[config.mk]
export PLATFORM = sky130hd
export DESIGN_NAME = source_tokenizer_top
export DESIGN_NICKNAME = d
export VERILOG_FILES = /design/src/rtl/stkn_pkg.sv /design/src/rtl/stkn_kw_match.sv /design/src/rtl/source_tokenizer_top.sv
export SDC_FILE = /design/constraint.sdc
export NUM_CORES = 1
export LEC_CHECK = 0
export BUFFER_PORTS_ARGS = -buffer_cell sky130_fd_sc_hd__buf_2
export CAP_MARGIN = 5
export CORE_ASPECT_RATIO = 1.2
export CORE_UTILIZATION = 60
export CTS_BUF_LIST = sky130_fd_sc_hd__clkbuf_4
export CTS_CLUSTER_DIAMETER = 60
export DETAILED_ROUTE_END_ITERATION = 12
export PLACE_DENSITY = 0.85
export SLEW_MARGIN = 20
export SYNTH_ARGS = -nofsm -noshare
export SYNTH_HDL_FRONTEND = slang
export SYNTH_SLANG_ARGS = --single-unit
[constraint.sdc]
create_clock -name clk -period 20.4 [get_ports clk]
set_clock_uncertainty 0.1 [all_clocks]
set_input_delay 4.08 -clock clk [delete_from_list [all_inputs] [get_ports clk]]
set_output_delay 4.08 -clock clk [all_outputs]
set_load 0.1 [all_outputs]
[src/rtl/stkn_pkg.sv]
// Shared constants, token kinds and keyword/symbol tables for the source tokenizer
package stkn_pkg;

	localparam int KW_MAX_LEN_DEF   = 11;
	localparam int OFFSET_WIDTH_DEF = 20;
	localparam int NUM_KW           = 17;
	localparam int KW_TEXT_BYTES    = 16;

	localparam logic [15:0] LIMIT_RESET = 16'd32767;
	localparam logic [15:0] SAT16       = 16'hFFFF;

	// token kinds
	localparam logic [5:0] K_END      = 6'd0;
	localparam logic [5:0] K_ERROR    = 6'd1;
	localparam logic [5:0] K_SYM0     = 6'd2;
	localparam logic [5:0] K_DIVIDE   = 6'd20;
	localparam logic [5:0] K_KEYWORD0 = 6'd21;
	localparam logic [5:0] K_NUMBER   = 6'd38;
	localparam logic [5:0] K_IDENT    = 6'd39;

	// characters with special meaning
	localparam logic [7:0] CH_SPACE = 8'h20;
	localparam logic [7:0] CH_TAB   = 8'h09;
	localparam logic [7:0] CH_CR    = 8'h0D;
	localparam logic [7:0] CH_LF    = 8'h0A;
	localparam logic [7:0] CH_SLASH = 8'h2F;
	localparam logic [7:0] CH_STAR  = 8'h2A;

	// keyword text, right justified, first character in the highest used byte
	localparam logic [8*KW_TEXT_BYTES-1:0] KW_TEXT [NUM_KW] = '{
		"class", "constructor", "method", "function", "var", "static", "field",
		"let", "do", "if", "else", "while", "return", "true", "false", "null", "this"
	};
	localparam logic [7:0] KW_LEN [NUM_KW] = '{
		8'd5, 8'd11, 8'd6, 8'd8, 8'd3, 8'd6, 8'd5, 8'd3, 8'd2, 8'd2,
		8'd4, 8'd5, 8'd6, 8'd4, 8'd5, 8'd4, 8'd4
	};

	// one-character symbols, returns hit and kind
	function automatic logic [6:0] sym_lookup(input logic [7:0] b);
		logic [6:0] r;
		r = '0;
		case (b)
			"+": r = {1'b1, 6'd2};
			"-": r = {1'b1, 6'd3};
			"*": r = {1'b1, 6'd4};
			"&": r = {1'b1, 6'd5};
			"|": r = {1'b1, 6'd6};
			"~": r = {1'b1, 6'd7};
			"<": r = {1'b1, 6'd8};
			">": r = {1'b1, 6'd9};
			"(": r = {1'b1, 6'd10};
			")": r = {1'b1, 6'd11};
			"[": r = {1'b1, 6'd12};
			"]": r = {1'b1, 6'd13};
			"{": r = {1'b1, 6'd14};
			"}": r = {1'b1, 6'd15};
			".": r = {1'b1, 6'd16};
			",": r = {1'b1, 6'd17};
			"=": r = {1'b1, 6'd18};
			";": r = {1'b1, 6'd19};
			default: r = '0;
		endcase
		return r;
	endfunction

	function automatic logic is_dig(input logic [7:0] b);
		return (b >= "0") && (b <= "9");
	endfunction

	function automatic logic is_alp(input logic [7:0] b);
		return ((b >= "A") && (b <= "Z")) || ((b >= "a") && (b <= "z")) || (b == "_");
	endfunction

endpackage

[src/rtl/stkn_kw_match.sv]
// Keyword matcher: compares the held word against the keyword table
module stkn_kw_match import stkn_pkg::*; #(
	parameter int KEYWORD_MAX_LEN = KW_MAX_LEN_DEF
) (
	input  logic [KEYWORD_MAX_LEN-1:0][7:0] chars,
	input  logic [7:0]                      len,
	output logic                            hit,
	output logic [5:0]                      kind
);

	// parallel compare over all keywords, first match wins
	always_comb begin
		logic eq;
		logic [7:0] kb;
		hit  = 1'b0;
		kind = K_IDENT;
		for (int k = NUM_KW - 1; k >= 0; k--) begin
			eq = (len == KW_LEN[k]) && (len <= 8'(KEYWORD_MAX_LEN));
			for (int i = 0; i < KEYWORD_MAX_LEN; i++) begin
				if (i < int'(KW_LEN[k])) begin
					kb = KW_TEXT[k][(int'(KW_LEN[k]) - 1 - i) * 8 +: 8];
					if (chars[i] != kb) eq = 1'b0;
				end
			end
			if (eq) begin
				hit  = 1'b1;
				kind = K_KEYWORD0 + 6'(k);
			end
		end
	end

endmodule

[src/rtl/source_tokenizer_top.sv]
// Source tokenizer top level: byte scanner and result queue
//
// channel  direction  handshake            payload
// in       input      in_valid/in_stall    op, text_byte
// out      output     out_valid/out_stall  token_kind .. last_of_run
// cfg      input      number_limit_we      number_limit_wdata
//
// One byte is scanned per cycle; each byte yields zero, one or two tokens
// that go into a four-entry result queue, drained one token per cycle.
// Bytes are taken while the queue holds at most two tokens, so the scanner
// runs at one byte per cycle unless the output side stalls or bursts of
// two-token bytes outpace the one-token-per-cycle drain.
// Reset clears the scanner and empties the queue; the limit returns to 32767.
module source_tokenizer_top import stkn_pkg::*; #(
	parameter int KEYWORD_MAX_LEN = KW_MAX_LEN_DEF,
	parameter int OFFSET_WIDTH    = OFFSET_WIDTH_DEF
) (
	input  logic                    clk,
	input  logic                    arst_n,
	input  logic                    number_limit_we,
	input  logic [15:0]             number_limit_wdata,
	input  logic                    in_valid,
	output logic                    in_stall,
	input  logic                    op,
	input  logic [7:0]              text_byte,
	output logic                    out_valid,
	input  logic                    out_stall,
	output logic [5:0]              token_kind,
	output logic [15:0]             number_value,
	output logic [OFFSET_WIDTH-1:0] lexeme_offset,
	output logic [7:0]              lexeme_length,
	output logic [15:0]             line_number,
	output logic                    last_of_run
);

	localparam int IDX_W = $clog2(KEYWORD_MAX_LEN);

	typedef enum logic [2:0] {
		M_IDLE, M_WORD, M_SLASH, M_LINE, M_BLOCK, M_STAR, M_HALT
	} mode_t;

	typedef struct packed {
		logic [5:0]              kind;
		logic [15:0]             value;
		logic [OFFSET_WIDTH-1:0] offset;
		logic [7:0]              len;
		logic [15:0]             line;
		logic                    last;
	} tok_t;

	mode_t                                 mode_q, mode_d;
	logic [KEYWORD_MAX_LEN-1:0][7:0]       chars_q;
	logic [7:0]                            wlen_q, wlen_d;
	logic                                  alld_q, alld_d;
	logic                                  salp_q, salp_d;
	logic [15:0]                           acc_q, acc_d;
	logic [OFFSET_WIDTH-1:0]               off_q, off_d;
	logic [OFFSET_WIDTH-1:0]               wstart_q, wstart_d;
	logic [15:0]                           line_q, line_d;
	logic [15:0]                           limit_q;

	logic       ch_we;
	logic [IDX_W-1:0] ch_idx;
	logic       accept;
	logic       kw_hit;
	logic [5:0] kw_kind;
	tok_t       word_tok;
	tok_t       toks [2];
	logic [1:0] ntok;

	stkn_kw_match #(.KEYWORD_MAX_LEN(KEYWORD_MAX_LEN)) u_kw (
		.chars (chars_q),
		.len   (wlen_q),
		.hit   (kw_hit),
		.kind  (kw_kind)
	);

	assign accept = in_valid && !in_stall;

	// token for the word being held
	always_comb begin
		word_tok        = '0;
		word_tok.offset = wstart_q;
		word_tok.len    = wlen_q;
		word_tok.line   = line_q;
		if (alld_q) begin
			word_tok.kind  = K_NUMBER;
			word_tok.value = (acc_q > limit_q) ? limit_q : acc_q;
		end else if (!salp_q) begin
			word_tok.kind = K_ERROR;
		end else if (kw_hit) begin
			word_tok.kind = kw_kind;
		end else begin
			word_tok.kind = K_IDENT;
		end
	end

	// scanner next state and tokens for one request
	always_comb begin
		logic       do_idle, start_w, add_b, bump;
		logic [6:0] sym;
		logic [7:0] b, lbase;
		logic [19:0] mac;
		tok_t       t;
		b        = text_byte;
		do_idle  = 1'b0;
		start_w  = 1'b0;
		add_b    = 1'b0;
		bump     = 1'b0;
		mode_d   = mode_q;
		wlen_d   = wlen_q;
		alld_d   = alld_q;
		salp_d   = salp_q;
		acc_d    = acc_q;
		wstart_d = wstart_q;
		line_d   = line_q;
		off_d    = off_q + 1'b1;
		ch_we    = 1'b0;
		ch_idx   = '0;
		ntok     = '0;
		toks[0]  = '0;
		toks[1]  = '0;
		sym      = sym_lookup(b);
		mac      = '0;
		lbase    = '0;
		t        = '0;

		if (op) begin
			// flush pending token, then end token, then clear
			if (mode_q == M_WORD) begin
				toks[0] = word_tok;
				ntok    = 2'd1;
			end else if (mode_q == M_SLASH) begin
				t        = '0;
				t.kind   = K_DIVIDE;
				t.offset = wstart_q;
				t.len    = 8'd1;
				t.line   = line_q;
				toks[0]  = t;
				ntok     = 2'd1;
			end
			t        = '0;
			t.kind   = K_END;
			t.offset = off_q;
			t.line   = line_q;
			toks[ntok[0]] = t;
			ntok     = ntok + 2'd1;
			mode_d   = M_IDLE;
			wlen_d   = '0;
			alld_d   = 1'b1;
			salp_d   = 1'b0;
			acc_d    = '0;
			off_d    = '0;
			wstart_d = '0;
			line_d   = 16'd1;
		end else begin
			unique case (mode_q)
				M_HALT: begin
				end
				M_WORD: begin
					if (is_alp(b) || is_dig(b)) begin
						add_b = 1'b1;
					end else begin
						toks[0] = word_tok;
						ntok    = 2'd1;
						mode_d  = M_IDLE;
						do_idle = 1'b1;
					end
				end
				M_SLASH: begin
					if (b == CH_SLASH) begin
						mode_d = M_LINE;
					end else if (b == CH_STAR) begin
						mode_d = M_BLOCK;
					end else begin
						t.kind   = K_DIVIDE;
						t.offset = wstart_q;
						t.len    = 8'd1;
						t.line   = line_q;
						toks[0]  = t;
						ntok     = 2'd1;
						mode_d   = M_IDLE;
						do_idle  = 1'b1;
					end
				end
				M_LINE: begin
					if (b == CH_LF) begin
						bump   = 1'b1;
						mode_d = M_IDLE;
					end
				end
				M_BLOCK: begin
					if (b == CH_STAR) mode_d = M_STAR;
					else if (b == CH_LF) bump = 1'b1;
				end
				M_STAR: begin
					if (b == CH_SLASH) begin
						mode_d = M_IDLE;
					end else if (b != CH_STAR) begin
						bump   = (b == CH_LF);
						mode_d = M_BLOCK;
					end
				end
				default: begin
					mode_d  = M_IDLE;
					do_idle = 1'b1;
				end
			endcase

			// handling of a byte from the idle mode
			if (do_idle) begin
				t        = '0;
				t.offset = off_q;
				t.len    = 8'd1;
				t.line   = line_q;
				if (b == CH_SPACE || b == CH_TAB || b == CH_CR) begin
				end else if (b == CH_LF) begin
					bump = 1'b1;
				end else if (sym[6]) begin
					t.kind        = sym[5:0];
					toks[ntok[0]] = t;
					ntok          = ntok + 2'd1;
				end else if (b == CH_SLASH) begin
					wstart_d = off_q;
					mode_d   = M_SLASH;
				end else if (is_alp(b) || is_dig(b)) begin
					wstart_d = off_q;
					start_w  = 1'b1;
					add_b    = 1'b1;
					salp_d   = is_alp(b);
					mode_d   = M_WORD;
				end else begin
					t.kind        = K_ERROR;
					toks[ntok[0]] = t;
					ntok          = ntok + 2'd1;
					mode_d        = M_HALT;
				end
			end

			// append a character to the word
			if (add_b) begin
				lbase  = start_w ? 8'd0 : wlen_q;
				alld_d = start_w ? 1'b1 : alld_q;
				acc_d  = start_w ? 16'd0 : acc_q;
				ch_we  = lbase < 8'(KEYWORD_MAX_LEN);
				ch_idx = lbase[IDX_W-1:0];
				wlen_d = (lbase == 8'hFF) ? lbase : lbase + 8'd1;
				if (is_dig(b)) begin
					mac   = 20'(acc_d) * 20'd10 + 20'(b - "0");
					acc_d = (mac > 20'(SAT16)) ? SAT16 : mac[15:0];
				end else begin
					alld_d = 1'b0;
				end
			end

			if (bump && line_q != SAT16) line_d = line_q + 16'd1;
		end

		// mark the last token of this request
		if (ntok == 2'd1) toks[0].last = 1'b1;
		if (ntok == 2'd2) toks[1].last = 1'b1;
	end

	// scanner state
	always_ff @(posedge clk or negedge arst_n) begin
		if (!arst_n) begin
			mode_q   <= M_IDLE;
			wlen_q   <= '0;
			alld_q   <= 1'b1;
			salp_q   <= 1'b0;
			acc_q    <= '0;
			off_q    <= '0;
			wstart_q <= '0;
			line_q   <= 16'd1;
			limit_q  <= LIMIT_RESET;
		end else begin
			if (number_limit_we) limit_q <= number_limit_wdata;
			if (accept) begin
				mode_q   <= mode_d;
				wlen_q   <= wlen_d;
				alld_q   <= alld_d;
				salp_q   <= salp_d;
				acc_q    <= acc_d;
				off_q    <= off_d;
				wstart_q <= wstart_d;
				line_q   <= line_d;
			end
		end
	end

	// word character store
	always_ff @(posedge clk) begin
		if (accept && ch_we) chars_q[ch_idx] <= text_byte;
	end

	// result queue, four entries
	tok_t       q_mem [4];
	logic [1:0] wr_q, rd_q;
	logic [2:0] cnt_q;
	logic       pop;
	logic [1:0] push_n;

	assign push_n    = accept ? ntok : 2'd0;
	assign pop       = out_valid && !out_stall;
	assign out_valid = (cnt_q != 3'd0);
	assign in_stall  = (cnt_q > 3'd2);

	always_ff @(posedge clk or negedge arst_n) begin
		if (!arst_n) begin
			wr_q  <= '0;
			rd_q  <= '0;
			cnt_q <= '0;
		end else begin
			wr_q  <= wr_q + push_n;
			rd_q  <= rd_q + 2'(pop);
			cnt_q <= cnt_q + 3'(push_n) - 3'(pop);
		end
	end

	always_ff @(posedge clk) begin
		if (push_n != 2'd0) q_mem[wr_q] <= toks[0];
		if (push_n == 2'd2) q_mem[wr_q + 2'd1] <= toks[1];
	end

	assign token_kind    = q_mem[rd_q].kind;
	assign number_value  = q_mem[rd_q].value;
	assign lexeme_offset = q_mem[rd_q].offset;
	assign lexeme_length = q_mem[rd_q].len;
	assign line_number   = q_mem[rd_q].line;
	assign last_of_run   = q_mem[rd_q].last;

endmodule

# Yosys cells after proc, flatten, opt, wreduce, memory -nomap -nowiden
# Memory sizes are Yosys's and may differ from the RTL's.
# Cells that the tools add are included.
op_classes:
  addsub: 12
  n_mux: 246
  eq_ne: 106
  mul: 1
  bitwise: 2
  n_reduce_logical: 37
  magnitude_cmp: 17
ops:
  columns: ["operator", "n"]
  rows:
  - ["$mux W134", 7]
  - ["$ne A8 B7 Y1 const B", 58]
  - ["$bwmux W134", 3]
  - ["$mux W67", 6]
  - ["$mux W66", 3]
  - ["$mux W20", 8]
  - ["$mux W1", 149]
  - ["$mux W16", 9]
  - ["$demux W67 S1", 2]
  - ["$pmux W67 S2", 1]
  - ["$pmux W7 S18", 1]
  - ["$eq A8 B6 Y1 const B", 14]
  - ["$bwmux W88", 1]
  - ["$mux W6", 14]
  - ["$eq A8 B7 Y1 const B", 7]
  - ["$mux W3", 18]
  - ["$eq A8 B4 Y1 const B", 5]
  - ["$mux W8", 5]
  - ["$demux W8 S4", 1]
  - ["$eq A8 B3 Y1 const B", 3]
  - ["$mux W2", 12]
  - ["$add A20 B1 Y20 const B", 1]
  - ["$add A20 B20 Y20", 1]
  - ["$gt A20 B16 Y1 const B", 1]
  - ["other kinds (47)", 91]
word_totals:
  n_memories: 1
  register_bits: 196
  inputBits: 30
  ramBits: 268
  output_inout_bits: 69
memory_table:
  columns: ["memory", "depth", "width", "rd", "rd_clocked_by_memory_dff", "wr", "line", "source"]
  rows:
  - ["q_mem", 4, 67, 1, 0, 2, "source_tokenizer_top.sv:297", "tok_t q_mem [4];"]

# Depth between registers and ports, before layout
logic_depth:
  word_depth: 38
  mapped_depth: 36
  mapped_depth_nobuf: 33

# Hierarchy
# Synthesis repeated with hierarchy kept, for this count alone.
unflattened:
  hier_cells: 2259
  area_unflattened_um2: 25518.2
modules_own_cells:
  columns: ["mod", "cells_per_inst", "area_each_um2", "n_inst"]
  rows:
  - ["source_tokenizer_top", 2096, 24390.9, 1]
  - ["stkn_kw_match", 163, 1127.3, 1]

# Worst setup path before layout
# Ideal clock, no wire load.
synth_path:
  path_type: "input -> register"
  start: "input port text_byte[7]"
  end: "memory q_mem[1][0] in the netlist's numbering (enable)"
  arrival_time_ps: 13914
  setup_slack_ps: 5705
  stages: 16
  n_path_buf: 3
  required_time_ps: 19619
  cell_sequence: "buf_6 > or2_1 > buf_6 > a2111oi_4 > or3_1 > o22ai_2 > o2bb2ai_1 > nand2_2 > inv_2 > clkbuf_1 > ha_1 > a22o_1 > a21oi_1 > o22ai_1 > a211oi_1 > nor4b_1"
synth_rtl:
  columns: ["item", "line", "source"]
  rows:
  - ["start: declaration", "source_tokenizer_top.sv:25", "input logic [7:0] text_byte,"]
  - ["end: declaration", "source_tokenizer_top.sv:297", null]

# Worst setup path after layout
layout_path:
  start: "input port text_byte[4]"
  end: "register acc_q[12]"
layout_via:
  elab_chain_cells: 20
layout_rtl:
  columns: ["item", "line", "source"]
  rows:
  - ["$ge A8 B7 Y1 or $le A8 B7 Y1 (tied branches)", "stkn_pkg.sv:72", "return ((b >= \"A\") && (b <= \"Z\")) || ((b >= \"a\") && (b <= \"z\")) || (b == \"_\");"]
  - ["$logic_and A1 B1 Y1", "stkn_pkg.sv:72", null]
  - ["$logic_or A1 B1 Y1 (2 in series)", "stkn_pkg.sv:72", null]
  - ["$logic_or A1 B1 Y1", "source_tokenizer_top.sv:161, source_tokenizer_top.sv:226", null]
  - ["$mux W1", "source_tokenizer_top.sv:161, source_tokenizer_top.sv:226", null]
  - ["$mux W1", "source_tokenizer_top.sv:223", "end else if (b == CH_SLASH) begin"]
  - ["$mux W1", "source_tokenizer_top.sv:219", "end else if (sym[6]) begin"]
  - ["$mux W1", "source_tokenizer_top.sv:217", "end else if (b == CH_LF) begin"]
  - ["[... 3 more ...]", null, null]
  - ["$mux W16", "source_tokenizer_top.sv:244", "acc_d = start_w ? 16'd0 : acc_q;"]
  - ["$mul A16 B3 Y19", "source_tokenizer_top.sv:249", "mac = 20'(acc_d) * 20'd10 + 20'(b - \"0\");"]
  - ["$add A20 B20 Y20", "source_tokenizer_top.sv:249", null]
  - ["$gt A20 B16 Y1", "source_tokenizer_top.sv:250", "acc_d = (mac > 20'(SAT16)) ? SAT16 : mac[15:0];"]
  - ["$mux W16", "source_tokenizer_top.sv:250", null]
  - ["$mux W16", "source_tokenizer_top.sv:248", "if (is_dig(b)) begin"]
  - ["$mux W16", "source_tokenizer_top.sv:241", "if (add_b) begin"]
  - ["$mux W16", "source_tokenizer_top.sv:128", "if (op) begin"]
  - ["end signal: assignment", "source_tokenizer_top.sv:271", "acc_q <= '0;"]
  - ["end signal: assignment", "source_tokenizer_top.sv:283", "acc_q <= acc_d;"]
  - ["end: declaration", "source_tokenizer_top.sv:56", "logic [15:0] acc_q, acc_d;"]
# Several ways; a longest one is shown, not always the timed one. The select of a mux whose other input is x is not followed.
# A chain may end at the register's enable or synchronous reset.

==> flow_metrics.tcl <==
set metrics [dict create \
    wl_met3_um 4230 \
    wl_per_cell_um 21.5 \
    synthArstFlopShare_pct 23.3 \
    dieArea_um2 42700 \
    hold_end "cnt_q[2]" \
    tightest_slew_ns 1.14 \
    die_h_um 226 \
    first_pass_iters 8 \
    wl_um 63300 \
    powerDensity_nw_per_um2 137 \
    drc 0 \
    worstReg2RegStart "mode_q[0]" \
    drive_gt1_share_pct 19.3 \
    dp.cells 2734 \
    yosysUniqueCellTypes 94 \
    htreeDepth 3 \
    core_um2 41000 \
    multi_input_area_um2 10900 \
    setup_violations 0 \
    grt_pass1_vias 19000 \
    clk_latency_ns 0.87 \
    stdcell_count 2941 \
    slew_viol_final 0 \
    hold_buffers 0 \
    grt_pass1_wl_um 99400 \
    fin_ws_ns 9.47 \
    final_net_count 2404 \
    mostFrequentLayoutCell "edfxtp_1" \
    cts_root_buffer "clkbuf_4" \
    rows 81 \
    area_delta_synth_final_pct 8.76 \
    max_cap_viol_count 0 \
    required_ns 21.03 \
    num_vias 19000 \
    seqCellArea_um2 13400 \
    pre_cts_ws_ns 8.71 \
    cts_tree "yes" \
    io_pins 99 \
    reg2reg_slack_ns 13.12 \
    clock.fmax_mhz 91.5 \
    grt_max_degree 81 \
    clock-sinks 464 \
    syn_inst 2231 \
    cp-end-kind "flip-flop" \
    netlist_area_um2 25100 \
    dr_wl_met2_um 32300 \
    cts_buffer_depth 3 \
    p_leak_nw 10.4 \
    yosysSeqAreaShare_pct 53.4 \
    crit_path_start_kind "input port" \
    worstHoldPathType "reg -> reg" \
    nFillCells 3020 \
    post_dp_cell_area_um2 25900 \
    top_layer_used "met4" \
    hold_viol_final 0 \
    slowest_stage "nor2_1" \
    period_share_pct 53.6 \
    initial_core_util_pct 61.2 \
    grt.total_usage_pct 30.0 \
    syn_nets 2330 \
    final_cell_mix "edfxtp_1, nand2_1, nor2_1" \
    synth_flop_cell "edfxtp_1" \
    io_buffers 98 \
    ir_drop_v 0.000138 \
    cts_setup_buffers 0 \
    gp_congestion 0.977 \
    cts_made_buffers 108 \
    tns_ns 0 \
    r2r-end "acc_q[12]" \
    rsz0062_at_grt "no" \
    die_x_um 189 \
    slowest_delay_ns 0.89 \
    path_class "in -> reg" \
    syn_avg_cell_area_um2 11.3 \
    wl_met1_um 24100 \
    total_power_mw 3.73 \
    outcome "finished, final reports clean" \
    cp.arrival_ns 11.56 \
    hold_start "cnt_q[2]" \
    hpwl_um 41300 \
    ant_nets 0 \
    clk_pin_slew_ns 0.08 \
    antenna_found_initial 2 \
    post-route-min-period_ns 10.93 \
    viasPerCell 6.48 \
    cts_resized 0 \
    ys_ff_latch 464 \
    r2r.worst_path.cells 30 \
    relSlewSlack_pct 24.2 \
    whs_path_depth 1 \
    synth_edf_count 356 \
    drt_iter0_drc 1921 \
    yosysWarnings 0 \
    worstPathMaxFanout 16 \
    fin_area_um2 27300 \
    grt_overflow_total 0 \
]
[power breakdown]
group	switching [mW]	internal, mW
clock	0.369	0.394
combinational	1.26	0.435
sequential	0.113	1.16
[cells in the mapped netlist, drive strengths merged (7+ instances only)]
library cell,n,area (um^2)
a221o,8,80.1
buf,50,264
nand4b,9,78.8
nand3,122,611
nor2,165,619
mux2i,31,310
a221oi,23,201
a31o,44,385
edfxtp,356,10700
a21oi,77,400
a21o,29,218
ha,67,838
a211oi,9,67.6
inv,44,165
mux4,67,1510
and3,26,168
nand4,24,150
nor3b,7,52.6
dfstp,17,447
xnor2,36,315
or3,14,87.6
nor2b,35,219
o22ai,8,56.3
dfrtp,91,2280
nor4,20,131
clkbuf,108,405
o21ai,152,772
nand2b,15,93.8
xor2,38,333
and4,9,78.8
and2,91,572
nand2,202,768
a31oi,10,62.6
nor3,95,475
nor4b,10,87.6
[kinds of logic after synthesis]
| group | share of synthesized area [%] |
|---|---|
| XOR/XNOR | 2.58 |
| AND/OR/NAND/NOR | 18.0 |
| multiplexers | 7.38 |
| adder cells (fa/ha/maj) | 3.50 |
| buffers and inverters | 3.34 |
| AO/OA/AOI/OAI | 11.8 |
| flip-flops | 53.4 |
[routing by layer]
| layer | up-vias | global-route usage (%) |
|---|---|---|
| met5 | - | 0 |
| met4 | 0 | 16.0 |
| met3 | 199 | 5.03 |
| met2 | 858 | 51.9 |
| met1 | 9353 | 36.0 |
| li1 | 8637 | - |
[layout make-up]
type / count / share of cell area, %
sequential: 464 / 49.1
multi-input combinational: 1564 / 40.0
clock buffer: 157 / 4.31
tap: 539 / 2.47
timing repair buffer: 122 / 2.46
clock inverter: 46 / 0.989
inverter: 45 / 0.618
antenna: 4 / 0.0366
[state kept, by name, summed over array words and instances, names as in the netlist]
name and count:
off_q 20, mode_q 3, limit_q 16, alld_q 1
q_mem 268, cnt_q 3, salp_q 1, wstart_q 20
rd_q 2, wlen_q 8, line_q 16, chars_q 88
wr_q 2, acc_q 16
[metrics by stage]
step	utilization [%]	hold WS, ns
floorplan	-	0.362
global placement	63.0	0.376
detailed placement	63.0	0.409
CTS	66.5	0.416
global route	66.6	0.435
finish	66.6	0.420
[critical path, delay by kind of cell]
kind	cells	cell delay (ns)
AO/OA/AOI/OAI	16	3.43
XOR/XNOR	1	0.20
adder cells (fa/ha/maj)	4	1.08
AND/OR/NAND/NOR	8	2.22
buffers and inverters	3	0.55
[worst max path at each step]
stage / startpoint / end / slack (ns)
after floorplan: text_byte[7] / q_mem[1][0] / 5.71
after global placement: text_byte[2] / acc_q[5] / 8.94
after detailed placement: text_byte[2] / acc_q[12] / 8.71
after CTS: text_byte[2] / acc_q[12] / 9.60
after global routing: text_byte[4] / acc_q[0] / 8.92
final: text_byte[4] / acc_q[12] / 9.47
Note: power is estimated with default switching activity, not from simulation.
